--- src/rtl/lsfp_pkg.sv ---
// Shared constants, codes and control types for the line sensor frame parser.
// Depends on nothing; every other file of the block refers to it by scoped name.
`timescale 1ns / 1ps

package lsfp_pkg;

  localparam int FRAME_BYTES = 96;
  localparam int IDX_W       = $clog2(FRAME_BYTES);

  // Characters of the sensor's ASCII stream
  localparam logic [7:0] CH_NUL    = 8'h00;
  localparam logic [7:0] CH_DOLLAR = 8'h24;
  localparam logic [7:0] CH_HASH   = 8'h23;
  localparam logic [7:0] CH_D      = 8'h44;
  localparam logic [7:0] CH_COMMA  = 8'h2C;
  localparam logic [7:0] CH_COLON  = 8'h3A;
  localparam logic [7:0] CH_X      = 8'h78;
  localparam logic [7:0] CH_ONE    = 8'h31;
  localparam logic [7:0] CH_EIGHT  = 8'h38;
  localparam logic [7:0] CH_ZERO   = 8'h30;
  localparam logic [7:0] CH_NINE   = 8'h39;
  localparam logic [7:0] CH_PLUS   = 8'h2B;
  localparam logic [7:0] CH_MINUS  = 8'h2D;
  localparam logic [7:0] CH_SPACE  = 8'h20;
  localparam logic [7:0] CH_TAB    = 8'h09;
  localparam logic [7:0] CH_CR     = 8'h0D;

  // Number scanner phase codes
  localparam logic [1:0] PH_IDLE  = 2'd0;
  localparam logic [1:0] PH_PRE   = 2'd1;
  localparam logic [1:0] PH_SIGN  = 2'd2;
  localparam logic [1:0] PH_DIGIT = 2'd3;

  // Channel weights, bit 0 to bit 7
  localparam logic signed [3:0] WEIGHT [8] = '{
    -4'sd7, -4'sd5, -4'sd3, -4'sd1, 4'sd1, 4'sd3, 4'sd5, 4'sd7
  };

  // |sum| is at most 16, so the quotient search takes five bits
  localparam int DIV_STEPS = 5;
  localparam int STEP_W    = $clog2(DIV_STEPS);

  typedef struct packed {
    logic take;       // parser consumes the input byte
    logic div_start;  // capture frame verdict into the offset unit
    logic div_load;   // form sum and count
    logic div_step;   // one quotient bit
    logic out_load;   // move result into the output register
  } ctrl_cmd_t;

  typedef struct packed {
    logic emit;       // the byte on the input closes a frame
    logic out_free;   // output register can take a result this cycle
  } ctrl_stat_t;

  typedef struct packed {
    logic       ok;
    logic [7:0] bits;
  } frame_res_t;

endpackage

--- src/rtl/lsfp_ctrl.sv ---
// Controller for the line sensor frame parser: sequences byte intake,
// the offset division and the hand-off to the output register. Uses lsfp_pkg.
`timescale 1ns / 1ps

module lsfp_ctrl (
  input  logic                 clk,
  input  logic                 rst_n,
  input  logic                 in_valid,
  input  lsfp_pkg::ctrl_stat_t stat,
  output lsfp_pkg::ctrl_cmd_t  cmd,
  output logic                 in_stall
);

  typedef enum logic [3:0] {
    ST_RUN  = 4'b0001,
    ST_LOAD = 4'b0010,
    ST_DIV  = 4'b0100,
    ST_HOLD = 4'b1000
  } state_t;

  state_t                        state_r, state_nxt;
  logic [lsfp_pkg::STEP_W-1:0]   step_r, step_nxt;

  always_comb begin
    state_nxt = state_r;
    step_nxt  = step_r;
    cmd       = '0;
    in_stall  = 1'b1;
    case (state_r)
      ST_RUN: begin
        in_stall = 1'b0;
        cmd.take = in_valid;
        if (in_valid && stat.emit) begin
          cmd.div_start = 1'b1;
          state_nxt     = ST_LOAD;
        end
      end
      ST_LOAD: begin
        cmd.div_load = 1'b1;
        step_nxt     = '0;
        state_nxt    = ST_DIV;
      end
      ST_DIV: begin
        cmd.div_step = 1'b1;
        step_nxt     = step_r + 1'b1;
        if (step_r == lsfp_pkg::STEP_W'(lsfp_pkg::DIV_STEPS - 1)) begin
          state_nxt = ST_HOLD;
        end
      end
      ST_HOLD: begin
        if (stat.out_free) begin
          cmd.out_load = 1'b1;
          state_nxt    = ST_RUN;
        end
      end
      default: begin
        state_nxt = ST_RUN;
      end
    endcase
  end

  always_ff @(posedge clk) begin
    if (!rst_n) begin
      state_r <= ST_RUN;
      step_r  <= '0;
    end else begin
      state_r <= state_nxt;
      step_r  <= step_nxt;
    end
  end

endmodule

--- src/rtl/lsfp_parse.sv ---
// Byte parser datapath: frame tracking, prefix check, key and number scanning.
// Uses lsfp_pkg; driven by the take command from lsfp_ctrl.
`timescale 1ns / 1ps

module lsfp_parse (
  input  logic                 clk,
  input  logic                 rst_n,
  input  lsfp_pkg::ctrl_cmd_t  cmd,
  input  logic [7:0]           rx_byte,
  output logic                 emit,
  output lsfp_pkg::frame_res_t res
);

  logic                       in_frame_r, in_frame_nxt;
  logic [lsfp_pkg::IDX_W-1:0] idx_r, idx_nxt;
  logic                       prefix_r, prefix_nxt;
  logic                       ended_r, ended_nxt;
  logic [15:0]                prev_r, prev_nxt;
  logic [7:0]                 found_r, found_nxt;
  logic [7:0]                 zero_r, zero_nxt;
  logic [7:0]                 bad_r, bad_nxt;
  logic [1:0]                 phase_r, phase_nxt;
  logic [2:0]                 key_r, key_nxt;
  logic                       nz_r, nz_nxt;

  // state as seen by this byte ('$' restarts the frame)
  logic                       in_frame_c;
  logic [lsfp_pkg::IDX_W-1:0] idx_c;
  logic                       prefix_c, ended_c, nz_c;
  logic [15:0]                prev_c;
  logic [7:0]                 found_c, zero_c, bad_c;
  logic [1:0]                 phase_c;
  logic [2:0]                 key_c;

  logic       is_start, is_ws, is_sign, is_digit, end_num, key_hit;
  logic [2:0] new_key;
  logic [7:0] act_bit, new_bit;

  always_comb begin
    is_start = (rx_byte == lsfp_pkg::CH_DOLLAR);
    if (is_start) begin
      in_frame_c = 1'b1;
      idx_c      = '0;
      prefix_c   = 1'b1;
      ended_c    = 1'b0;
      prev_c     = '0;
      found_c    = '0;
      zero_c     = '0;
      bad_c      = '0;
      phase_c    = lsfp_pkg::PH_IDLE;
      key_c      = '0;
      nz_c       = 1'b0;
    end else begin
      in_frame_c = in_frame_r;
      idx_c      = idx_r;
      prefix_c   = prefix_r;
      ended_c    = ended_r;
      prev_c     = prev_r;
      found_c    = found_r;
      zero_c     = zero_r;
      bad_c      = bad_r;
      phase_c    = phase_r;
      key_c      = key_r;
      nz_c       = nz_r;
    end

    is_ws    = (rx_byte == lsfp_pkg::CH_SPACE) ||
               (rx_byte >= lsfp_pkg::CH_TAB && rx_byte <= lsfp_pkg::CH_CR);
    is_sign  = (rx_byte == lsfp_pkg::CH_PLUS) || (rx_byte == lsfp_pkg::CH_MINUS);
    is_digit = (rx_byte >= lsfp_pkg::CH_ZERO) && (rx_byte <= lsfp_pkg::CH_NINE);
    new_key  = 3'(prev_c[7:0] - lsfp_pkg::CH_ONE);
    new_bit  = 8'b1 << new_key;
    act_bit  = 8'b1 << key_c;
    key_hit  = !ended_c && (rx_byte == lsfp_pkg::CH_COLON) &&
               (prev_c[15:8] == lsfp_pkg::CH_X) &&
               (prev_c[7:0] >= lsfp_pkg::CH_ONE) && (prev_c[7:0] <= lsfp_pkg::CH_EIGHT) &&
               ((found_c & new_bit) == '0);

    in_frame_nxt = in_frame_c;
    idx_nxt      = idx_c;
    prefix_nxt   = prefix_c;
    ended_nxt    = ended_c;
    prev_nxt     = prev_c;
    found_nxt    = found_c;
    zero_nxt     = zero_c;
    bad_nxt      = bad_c;
    phase_nxt    = phase_c;
    key_nxt      = key_c;
    nz_nxt       = nz_c;
    end_num      = 1'b0;
    emit         = 1'b0;

    if (in_frame_c) begin
      if (idx_c >= lsfp_pkg::IDX_W'(lsfp_pkg::FRAME_BYTES - 1)) begin
        // overlong: drop the frame, this byte included
        in_frame_nxt = 1'b0;
        idx_nxt      = '0;
      end else begin
        if ((idx_c == lsfp_pkg::IDX_W'(1) && rx_byte != lsfp_pkg::CH_D) ||
            (idx_c == lsfp_pkg::IDX_W'(2) && rx_byte != lsfp_pkg::CH_COMMA)) begin
          prefix_nxt = 1'b0;
        end
        if (!ended_c) begin
          if (rx_byte == lsfp_pkg::CH_NUL) begin
            ended_nxt = 1'b1;
            end_num   = (phase_c != lsfp_pkg::PH_IDLE);
          end else begin
            if (phase_c == lsfp_pkg::PH_PRE && is_ws) begin
              // leading whitespace, keep waiting
            end else if (phase_c == lsfp_pkg::PH_PRE && is_sign) begin
              phase_nxt = lsfp_pkg::PH_SIGN;
            end else if (phase_c != lsfp_pkg::PH_IDLE) begin
              if (is_digit) begin
                phase_nxt = lsfp_pkg::PH_DIGIT;
                nz_nxt    = nz_c | (rx_byte != lsfp_pkg::CH_ZERO);
              end else begin
                end_num = 1'b1;
              end
            end
            prev_nxt = {prev_c[7:0], rx_byte};
          end
        end
        if (end_num) begin
          if (phase_c == lsfp_pkg::PH_PRE || phase_c == lsfp_pkg::PH_SIGN) begin
            bad_nxt = bad_c | act_bit;
          end else if (phase_c == lsfp_pkg::PH_DIGIT && !nz_c) begin
            zero_nxt = zero_c | act_bit;
          end
          phase_nxt = lsfp_pkg::PH_IDLE;
        end
        if (key_hit) begin
          found_nxt = found_c | new_bit;
          key_nxt   = new_key;
          nz_nxt    = 1'b0;
          phase_nxt = lsfp_pkg::PH_PRE;
        end
        idx_nxt = idx_c + 1'b1;
        if (rx_byte == lsfp_pkg::CH_HASH) begin
          emit         = 1'b1;
          in_frame_nxt = 1'b0;
          idx_nxt      = '0;
        end
      end
    end

    res.ok   = prefix_nxt && (&found_nxt) && (bad_nxt == '0);
    res.bits = res.ok ? zero_nxt : 8'h00;
  end

  always_ff @(posedge clk) begin
    if (!rst_n) begin
      in_frame_r <= 1'b0;
      idx_r      <= '0;
      prefix_r   <= 1'b0;
      ended_r    <= 1'b0;
      prev_r     <= '0;
      found_r    <= '0;
      zero_r     <= '0;
      bad_r      <= '0;
      phase_r    <= lsfp_pkg::PH_IDLE;
      key_r      <= '0;
      nz_r       <= 1'b0;
    end else if (cmd.take) begin
      in_frame_r <= in_frame_nxt;
      idx_r      <= idx_nxt;
      prefix_r   <= prefix_nxt;
      ended_r    <= ended_nxt;
      prev_r     <= prev_nxt;
      found_r    <= found_nxt;
      zero_r     <= zero_nxt;
      bad_r      <= bad_nxt;
      phase_r    <= phase_nxt;
      key_r      <= key_nxt;
      nz_r       <= nz_nxt;
    end
  end

endmodule

--- src/rtl/lsfp_div.sv ---
// Offset datapath: weight sum and set-bit count, a bit-per-cycle restoring
// divider and the output register. Uses lsfp_pkg; commanded by lsfp_ctrl.
`timescale 1ns / 1ps

module lsfp_div (
  input  logic                 clk,
  input  logic                 rst_n,
  input  lsfp_pkg::ctrl_cmd_t  cmd,
  input  lsfp_pkg::frame_res_t res,
  input  logic                 out_stall,
  output logic                 out_free,
  output logic                 out_valid,
  output logic                 out_frame_ok,
  output logic [7:0]           out_sensor_bits,
  output logic signed [3:0]    out_line_offset
);

  logic                        ok_r;
  logic [7:0]                  bits_r;
  logic [lsfp_pkg::DIV_STEPS-1:0] num_r;   // dividend in, quotient out
  logic [2:0]                  rem_r;
  logic [3:0]                  den_r;
  logic                        neg_r;
  logic                        valid_r, valid_nxt;
  logic                        frame_ok_r;
  logic [7:0]                  sensor_bits_r;
  logic signed [3:0]           offset_r, offset_nxt;

  logic signed [5:0] sum;
  logic [3:0]        count;
  logic [5:0]        mag;
  logic [3:0]        trial;
  logic              qbit;
  logic [3:0]        q;

  always_comb begin
    sum   = '0;
    count = '0;
    for (int i = 0; i < 8; i++) begin
      if (bits_r[i]) begin
        sum   = sum + signed'({{2{lsfp_pkg::WEIGHT[i][3]}}, lsfp_pkg::WEIGHT[i]});
        count = count + 4'd1;
      end
    end
    mag = sum[5] ? 6'(-sum) : 6'(sum);

    trial = {rem_r, num_r[lsfp_pkg::DIV_STEPS-1]};
    qbit  = (trial >= den_r);

    q          = num_r[3:0];
    offset_nxt = (bits_r == '0) ? 4'sd0 : (neg_r ? signed'(4'(4'd0 - q)) : signed'(q));

    out_free  = !valid_r || !out_stall;
    valid_nxt = cmd.out_load ? 1'b1 : (out_stall ? valid_r : 1'b0);
  end

  always_ff @(posedge clk) begin
    if (cmd.div_start) begin
      ok_r   <= res.ok;
      bits_r <= res.bits;
    end
    if (cmd.div_load) begin
      num_r <= mag[lsfp_pkg::DIV_STEPS-1:0];
      rem_r <= '0;
      den_r <= count;
      neg_r <= sum[5];
    end else if (cmd.div_step) begin
      num_r <= {num_r[lsfp_pkg::DIV_STEPS-2:0], qbit};
      rem_r <= qbit ? 3'(trial - den_r) : trial[2:0];
    end
    if (cmd.out_load) begin
      frame_ok_r    <= ok_r;
      sensor_bits_r <= bits_r;
      offset_r      <= offset_nxt;
    end
  end

  always_ff @(posedge clk) begin
    if (!rst_n) begin
      valid_r <= 1'b0;
    end else begin
      valid_r <= valid_nxt;
    end
  end

  assign out_valid       = valid_r;
  assign out_frame_ok    = frame_ok_r;
  assign out_sensor_bits = sensor_bits_r;
  assign out_line_offset = offset_r;

endmodule

--- src/rtl/line_sensor_frame_parser.sv ---
// Line sensor frame parser: usage
// Input channel: one byte of the sensor's ASCII stream per request on in_rx_byte,
// taken at a rising edge with in_valid high and in_stall low. '$' opens a frame,
// '#' closes it; bytes outside a frame and overlong frames give no result.
// Result channel: out_frame_ok, out_sensor_bits, out_line_offset, taken at an edge
// with out_valid high and out_stall low. One result per closing '#'.
// Throughput: any byte that does not close a frame is taken every cycle.
// A closing byte starts the offset unit (sum/count load, then a five-step
// restoring divider, one quotient bit per cycle); in_stall stays high through
// the load, the division and the hand-off, which waits for a free output register.
// The output register holds one result: while the receiver stalls, further
// bytes are still taken; after a following '#' intake holds until it is freed.
// Reset (rst_n low, synchronous) drops any partial frame and empties the
// output register; bytes are ignored until the next '$'.
// Uses lsfp_pkg, lsfp_ctrl, lsfp_parse and lsfp_div.
`timescale 1ns / 1ps

module line_sensor_frame_parser (
  input  logic              clk,
  input  logic              rst_n,
  input  logic              in_valid,
  output logic              in_stall,
  input  logic [7:0]        in_rx_byte,
  output logic              out_valid,
  input  logic              out_stall,
  output logic              out_frame_ok,
  output logic [7:0]        out_sensor_bits,
  output logic signed [3:0] out_line_offset
);

  lsfp_pkg::ctrl_cmd_t  cmd;
  lsfp_pkg::ctrl_stat_t stat;
  lsfp_pkg::frame_res_t res;
  logic                 emit;
  logic                 out_free;

  assign stat.emit     = emit;
  assign stat.out_free = out_free;

  lsfp_ctrl u_ctrl (
    .clk      (clk),
    .rst_n    (rst_n),
    .in_valid (in_valid),
    .stat     (stat),
    .cmd      (cmd),
    .in_stall (in_stall)
  );

  lsfp_parse u_parse (
    .clk     (clk),
    .rst_n   (rst_n),
    .cmd     (cmd),
    .rx_byte (in_rx_byte),
    .emit    (emit),
    .res     (res)
  );

  lsfp_div u_div (
    .clk             (clk),
    .rst_n           (rst_n),
    .cmd             (cmd),
    .res             (res),
    .out_stall       (out_stall),
    .out_free        (out_free),
    .out_valid       (out_valid),
    .out_frame_ok    (out_frame_ok),
    .out_sensor_bits (out_sensor_bits),
    .out_line_offset (out_line_offset)
  );

  // a closing byte must hold off intake while the offset is computed
  a_close_stalls: assert property (@(posedge clk) disable iff (!rst_n)
    (in_valid && !in_stall && emit) |=> in_stall)
    else $error("byte taken right after a closing byte");

  a_offset_range: assert property (@(posedge clk) disable iff (!rst_n)
    out_valid |-> (out_line_offset != 4'sb1000))
    else $error("line offset out of range");

  a_bad_frame_zero: assert property (@(posedge clk) disable iff (!rst_n)
    (out_valid && !out_frame_ok) |-> (out_sensor_bits == '0 && out_line_offset == 4'sd0))
    else $error("malformed frame carries data");

  a_load_only_free: assert property (@(posedge clk) disable iff (!rst_n)
    $rose(out_valid) |-> $past(cmd.out_load))
    else $error("result appeared without a load");

endmodule

--- config.mk ---
export PLATFORM = sky130hd
export DESIGN_NAME = line_sensor_frame_parser
export DESIGN_NICKNAME = d
export VERILOG_FILES = /design/src/rtl/lsfp_pkg.sv /design/src/rtl/lsfp_ctrl.sv /design/src/rtl/lsfp_parse.sv /design/src/rtl/lsfp_div.sv /design/src/rtl/line_sensor_frame_parser.sv
export SDC_FILE = /design/constraint.sdc
export NUM_CORES = 1
export LEC_CHECK = 0
export BUFFER_PORTS_ARGS = -buffer_cell sky130_fd_sc_hd__buf_2
export CAP_MARGIN = 5
export CORE_MARGIN = 2
export CORE_UTILIZATION = 57
export CTS_CLUSTER_SIZE = 40
export DETAILED_ROUTE_END_ITERATION = 7
export GPL_TIMING_DRIVEN = 0
export PLACE_DENSITY = 0.82
export SLEW_MARGIN = 25
export SYNTH_ARGS = -nofsm -noshare
export SYNTH_HDL_FRONTEND = slang
export SYNTH_HIERARCHICAL = 1
export SYNTH_SLANG_ARGS = --single-unit
--- constraint.sdc ---
create_clock -name clk -period 4.9 [get_ports clk]
set_clock_uncertainty 0.05 [all_clocks]
set_input_delay 0.245 -clock clk [delete_from_list [all_inputs] [get_ports clk]]
set_output_delay 0.245 -clock clk [all_outputs]
set_load 0.05 [all_outputs]
==> impl_results.html <==
<table>
<tr><th>Metric</th><th>Value</th></tr>
<tr><th colspan="2">Timing</th></tr>
<tr><td>Min cycle time layout</td><td>about 4.8 ns</td></tr>
<tr><td>Final setup violation count</td><td>0</td></tr>
<tr><td>Share of the clock period used by the worst path</td><td>between 90% and 100%</td></tr>
<tr><td>Least-Margin Pin Slew</td><td>0.7752 ns</td></tr>
<tr><td>Number of hold violations in the final report</td><td>0</td></tr>
<tr><td>Final critical-path setup slack</td><td>0.08495 ns</td></tr>
<tr><td>RSZ-0062 raised after global routing</td><td>yes</td></tr>
<tr><td>Setup TNS after final layout</td><td>0 ns</td></tr>
<tr><td>Worst rel slew slack</td><td>between 40% and 50%</td></tr>
<tr><td>Final max-slew violation count</td><td>0</td></tr>
<tr><td>Peak clock frequency supported by timing</td><td>slightly above 200 MHz</td></tr>
<tr><th colspan="2">Synth</th></tr>
<tr><td>Largest cells by area after synthesis</td><td>sky130_fd_sc_hd__dfxtp_1, sky130_fd_sc_hd__edfxtp_1, sky130_fd_sc_hd__ha_1</td></tr>
<tr><td>Cell type contributing the most total cell area after synthesis</td><td>sky130_fd_sc_hd__dfxtp_1</td></tr>
<tr><td>Top-area cell type share of the netlist area</td><td>about a fifth</td></tr>
<tr><td>Distinct cell type count of the synthesized netlist</td><td>between 90 and 100</td></tr>
<tr><td>Ranking of synthesized cells by instance count</td><td>sky130_fd_sc_hd__nand2_1, sky130_fd_sc_hd__nor2_1, sky130_fd_sc_hd__dfxtp_1</td></tr>
<tr><td>Synth Flop Type</td><td>sky130_fd_sc_hd__dfxtp_1</td></tr>
<tr><td>Share of flip-flops with an asynchronous set or reset after synthesis</td><td>0%</td></tr>
<tr><td>Number of instances in the synthesized netlist</td><td>772</td></tr>
<tr><td>Synth Cell Area</td><td>0.006763 mm^2</td></tr>
<tr><td>Nets in the synthesized netlist</td><td>around 820</td></tr>
<tr><td>Number of enable flip-flop cells after synthesis</td><td>32</td></tr>
<tr><td>Count leader, synth</td><td>sky130_fd_sc_hd__nand2_1</td></tr>
<tr><td>Synthesis-stage register bit count</td><td>between 90 and 100</td></tr>
<tr><td>Portion of the post-synthesis area used by sequential elements</td><td>between 30% and 40%</td></tr>
<tr><td>Avg Inst Size Synth</td><td>a little under 9 um^2</td></tr>
<tr><td>Number of warnings printed during yosys synthesis</td><td>6</td></tr>
<tr><th colspan="2">Die</th></tr>
<tr><td>Rows</td><td>39</td></tr>
<tr><td>Core area</td><td>around 0.012 mm^2</td></tr>
<tr><td>Die X</td><td>roughly 110 um</td></tr>
<tr><td>DIE AREA</td><td>around 0.013 mm^2</td></tr>
<tr><td>I/O pin cnt</td><td>27</td></tr>
<tr><td>Die Ht</td><td>about 110 um</td></tr>
<tr><td>Initial standard-cell utilization of the core</td><td>approximately three fifths</td></tr>
<tr><th colspan="2">Clocking</th></tr>
<tr><td>Latest clock arrival within the worst-skew pair</td><td>around 0.35 ns</td></tr>
<tr><td>Cell chosen for the clock root</td><td>sky130_fd_sc_hd__clkbuf_16</td></tr>
<tr><td>TritonCTS sink count</td><td>99</td></tr>
<tr><td>Total CTS buffers</td><td>9</td></tr>
<tr><td>Clock Tree Buf Depth</td><td>2</td></tr>
<tr><td>Clock-pin slew of the registers on the worst-case setup and hold paths</td><td>around 0.070 ns</td></tr>
<tr><td>TritonCTS clock tree</td><td>done</td></tr>
<tr><td>Number of levels in the clock H-tree</td><td>3</td></tr>
<tr><th colspan="2">Global routing</th></tr>
<tr><td>Number of antenna violations at the first check in global routing</td><td>0</td></tr>
<tr><td>Global Route Usage Sum</td><td>between 20% and 30%</td></tr>
<tr><td>Aggregate global routing overflow</td><td>0</td></tr>
<tr><td>First-pass GRT wire length</td><td>26.63 mm</td></tr>
<tr><td>Largest net degree at the start of global routing</td><td>17</td></tr>
<tr><td>Vias in the first global route</td><td>5683</td></tr>
<tr><th colspan="2">Worst setup path</th></tr>
<tr><td>Critical path fanouts, max</td><td>10</td></tr>
<tr><td>Type of element launching the critical path</td><td>flop</td></tr>
<tr><td>Critical path data arrival time</td><td>slightly below 5 ns</td></tr>
<tr><td>Worst Setup Path Type</td><td>reg2reg</td></tr>
<tr><td>Data required time at the worst endpoint</td><td>between 4 and 5 ns</td></tr>
<tr><td>Kind of capture point of the worst setup path</td><td>flop</td></tr>
<tr><th colspan="2">Power and ir drop</th></tr>
<tr><td>Switching power summed over all nets</td><td>between 0.0003 and 0.0004 W</td></tr>
<tr><td>LEAKAGE</td><td>2.849 nW</td></tr>
<tr><td>Highest ir drop seen on vdd</td><td>around 0.15 mV</td></tr>
<tr><td>Power share of the clock group</td><td>around 44%</td></tr>
<tr><td>Areal power density over the cells</td><td>~220 mW/mm^2</td></tr>
<tr><td>Combinational power share</td><td>3.5%</td></tr>
<tr><td>Fraction of power consumed by sequential logic</td><td>about 53%</td></tr>
<tr><td>Net switching fraction of the power</td><td>21.78%</td></tr>
<tr><td>Power Internal</td><td>~0.0013 W</td></tr>
<tr><th colspan="2">Place</th></tr>
<tr><td>Port Buf Inserts</td><td>25</td></tr>
<tr><td>Routability congestion estimate</td><td>0.8928</td></tr>
<tr><td>Worst-case setup slack after placement</td><td>-0.2461 ns</td></tr>
<tr><td>Detailed placement HPWL</td><td>~12 mm</td></tr>
<tr><th colspan="2">Detailed routing</th></tr>
<tr><td>Starting DRC count in detailed routing</td><td>528</td></tr>
<tr><td>Vias</td><td>roughly 6000</td></tr>
<tr><td>Antenna viol nets, final</td><td>0</td></tr>
<tr><td>Number of iterations in the first detailed-routing pass</td><td>7</td></tr>
<tr><td>DRC violation count after routing</td><td>4</td></tr>
<tr><td>Post-Route WL</td><td>between 15 and 20 mm</td></tr>
<tr><td>Per-cell routed wire length</td><td>16.74 um</td></tr>
<tr><td>Via-per-instance ratio</td><td>roughly 6.2</td></tr>
<tr><th colspan="2">Outcome</th></tr>
<tr><td>Status</td><td>finished, violations left</td></tr>
<tr><td>Violated checks</td><td>DRC</td></tr>
<tr><th colspan="2">Final layout</th></tr>
<tr><td>Layout cells sized above 1</td><td>between 10% and 20%</td></tr>
<tr><td>Final antenna diode count</td><td>0</td></tr>
<tr><td>Final nets</td><td>between 800 and 900</td></tr>
<tr><td>Fillcell total</td><td>919</td></tr>
<tr><td>Synthesis-to-layout area growth</td><td>10.32%</td></tr>
<tr><th colspan="2">Hold path</th></tr>
<tr><td>Min-delay worst type</td><td>in2reg</td></tr>
<tr><th colspan="2">Flow run</th></tr>
<tr><td>Max-Cap Viols</td><td>0</td></tr>
</table>
-- kinds of logic after synthesis --
family / after synthesis / share of synthesized area [%]
muxes: 16 / 2.535
adders and majority gates: 40 / 7.734
DFF: 99 / 34.04
xor gates and xnor gates: 32 / 5.328
and+or+nand+nor: 318 / 25.55
buffers and inverters: 82 / 5.328
AOI/OAI and AO/OA: 185 / 19.48
-- cells in the final DEF (no fill, tap or decap), types with 8 or more instances in the layout --
master,instances
sky130_fd_sc_hd__o21ai_0,24
sky130_fd_sc_hd__nand2_1,80
sky130_fd_sc_hd__nand2b_1,8
sky130_fd_sc_hd__nand4_1,8
sky130_fd_sc_hd__buf_2,32
sky130_fd_sc_hd__a21oi_1,41
sky130_fd_sc_hd__edfxtp_1,32
sky130_fd_sc_hd__and2_1,8
sky130_fd_sc_hd__nor2_1,79
sky130_fd_sc_hd__clkbuf_16,9
sky130_fd_sc_hd__inv_1,41
sky130_fd_sc_hd__xor2_1,13
sky130_fd_sc_hd__a22oi_1,16
sky130_fd_sc_hd__nand3_1,34
sky130_fd_sc_hd__nor2b_1,14
sky130_fd_sc_hd__nor4_1,11
sky130_fd_sc_hd__a31oi_1,15
sky130_fd_sc_hd__nor3_1,12
sky130_fd_sc_hd__dfxtp_1,67
sky130_fd_sc_hd__ha_1,36
sky130_fd_sc_hd__mux2i_1,10
sky130_fd_sc_hd__o21a_1,9
sky130_fd_sc_hd__xnor2_1,11
sky130_fd_sc_hd__buf_4,9
sky130_fd_sc_hd__clkbuf_1,20
-- stage by stage --
stage                     util [%]  instance area [um^2]  power (W)  hold WS [ns]  std cells
after global placement       61.36                  7067  0.0009167        0.3601        940
after global routing         64.79                  7461   0.001657        0.1524        959
after floorplan                  -                  6763  0.0008989        0.2668        772
final                        64.79                  7461   0.001608        0.1410        959
after detailed placement     61.44                  7076  0.0009189        0.3736        940
after CTS                    64.23                  7397   0.001620        0.1289        958
-- layout make-up --
class,count,area (um^2),area share (%)
Inverter,45,168.9,2.264
Clock buffer,10,229.0,3.069
Buffer,37,195.2,2.616
Sequential cell,99,2302,30.86
Multi-Input combinational cell,591,4174,55.94
Clock inverter,6,65.06,0.8720
Tap cell,143,178.9,2.398
Timing Repair Buffer,28,147.6,1.979
-- path summary, 6_finish.rpt --
| check | from | to | slack, ns | depth (start not counted) |
|---|---|---|---|---|
| max | u_div/bits_r[2] | u_div/num_r[4] | 0.08 | 22 |
| min | in_valid | u_ctrl/state_r[1] | 0.14 | 3 |
| max reg2reg | u_div/bits_r[2] | u_div/num_r[4] | 0.08 | 22 |
| min reg2reg | u_div/ok_r | u_div/out_frame_ok | 0.39 | 0 |
-- power groups by stage --
stage               logic [W]  clock network [W]  registers [W]
CTS                 0.0000556           0.000719       0.000845
detailed placement  0.0000548                  0       0.000864
finish              0.0000565           0.000706       0.000846
global route        0.0000622           0.000750       0.000845
global placement    0.0000530                  0       0.000864
floorplan           0.0000355                  0       0.000863
-- flip-flops by register name, indices dropped and copies added (netlist names), 5 cells and up --
| signal | flops |
|---|---|
| u_parse/zero_r | 8 |
| u_parse/found_r | 8 |
| u_div/out_sensor_bits | 8 |
| u_parse/idx_r | 7 |
| u_parse/prev_r | 16 |
| u_div/bits_r | 8 |
| u_div/num_r | 5 |
| u_parse/bad_r | 8 |
-- routing by layer --
layer | share of wire, % | wire length [um] | track usage (%)
met1 | 42 | 6677 | 31.33
met2 | 50 | 8096 | 43.53
met3 | 5.3 | 845 | 4.231
met4 | 2.7 | 434 | 12.20
met5 | 0 | 0 | 0
-- repair_timing --
item                       4_1_cts  5_1_grt
setup endpoints to repair        4       26
resized for setup                3       12
hold buffers                     0        0
buffers inserted                 2        1
pin swaps                        0        5
-- critical path: stages, from the launching register on --
cell                       delay, ns
sky130_fd_sc_hd__edfxtp_1       0.42
sky130_fd_sc_hd__buf_4          0.19
sky130_fd_sc_hd__inv_2          0.08
sky130_fd_sc_hd__fa_1           0.46
sky130_fd_sc_hd__buf_4          0.20
sky130_fd_sc_hd__xnor2_2        0.20
sky130_fd_sc_hd__inv_2          0.10
sky130_fd_sc_hd__ha_4           0.28
sky130_fd_sc_hd__a21boi_0       0.08
sky130_fd_sc_hd__ha_1           0.30
sky130_fd_sc_hd__nand2_1        0.07
sky130_fd_sc_hd__and2_1         0.20
sky130_fd_sc_hd__ha_1           0.22
sky130_fd_sc_hd__nor2b_1        0.14
sky130_fd_sc_hd__xnor2_1        0.14
sky130_fd_sc_hd__xnor3_1        0.29
sky130_fd_sc_hd__a21boi_2       0.22
sky130_fd_sc_hd__nand2_1        0.09
sky130_fd_sc_hd__nor3_1         0.25
sky130_fd_sc_hd__nor3_2         0.09
sky130_fd_sc_hd__xnor2_1        0.25
sky130_fd_sc_hd__a211o_1        0.15
sky130_fd_sc_hd__nand3_1        0.08
Note: power is estimated with default switching activity, not from simulation.
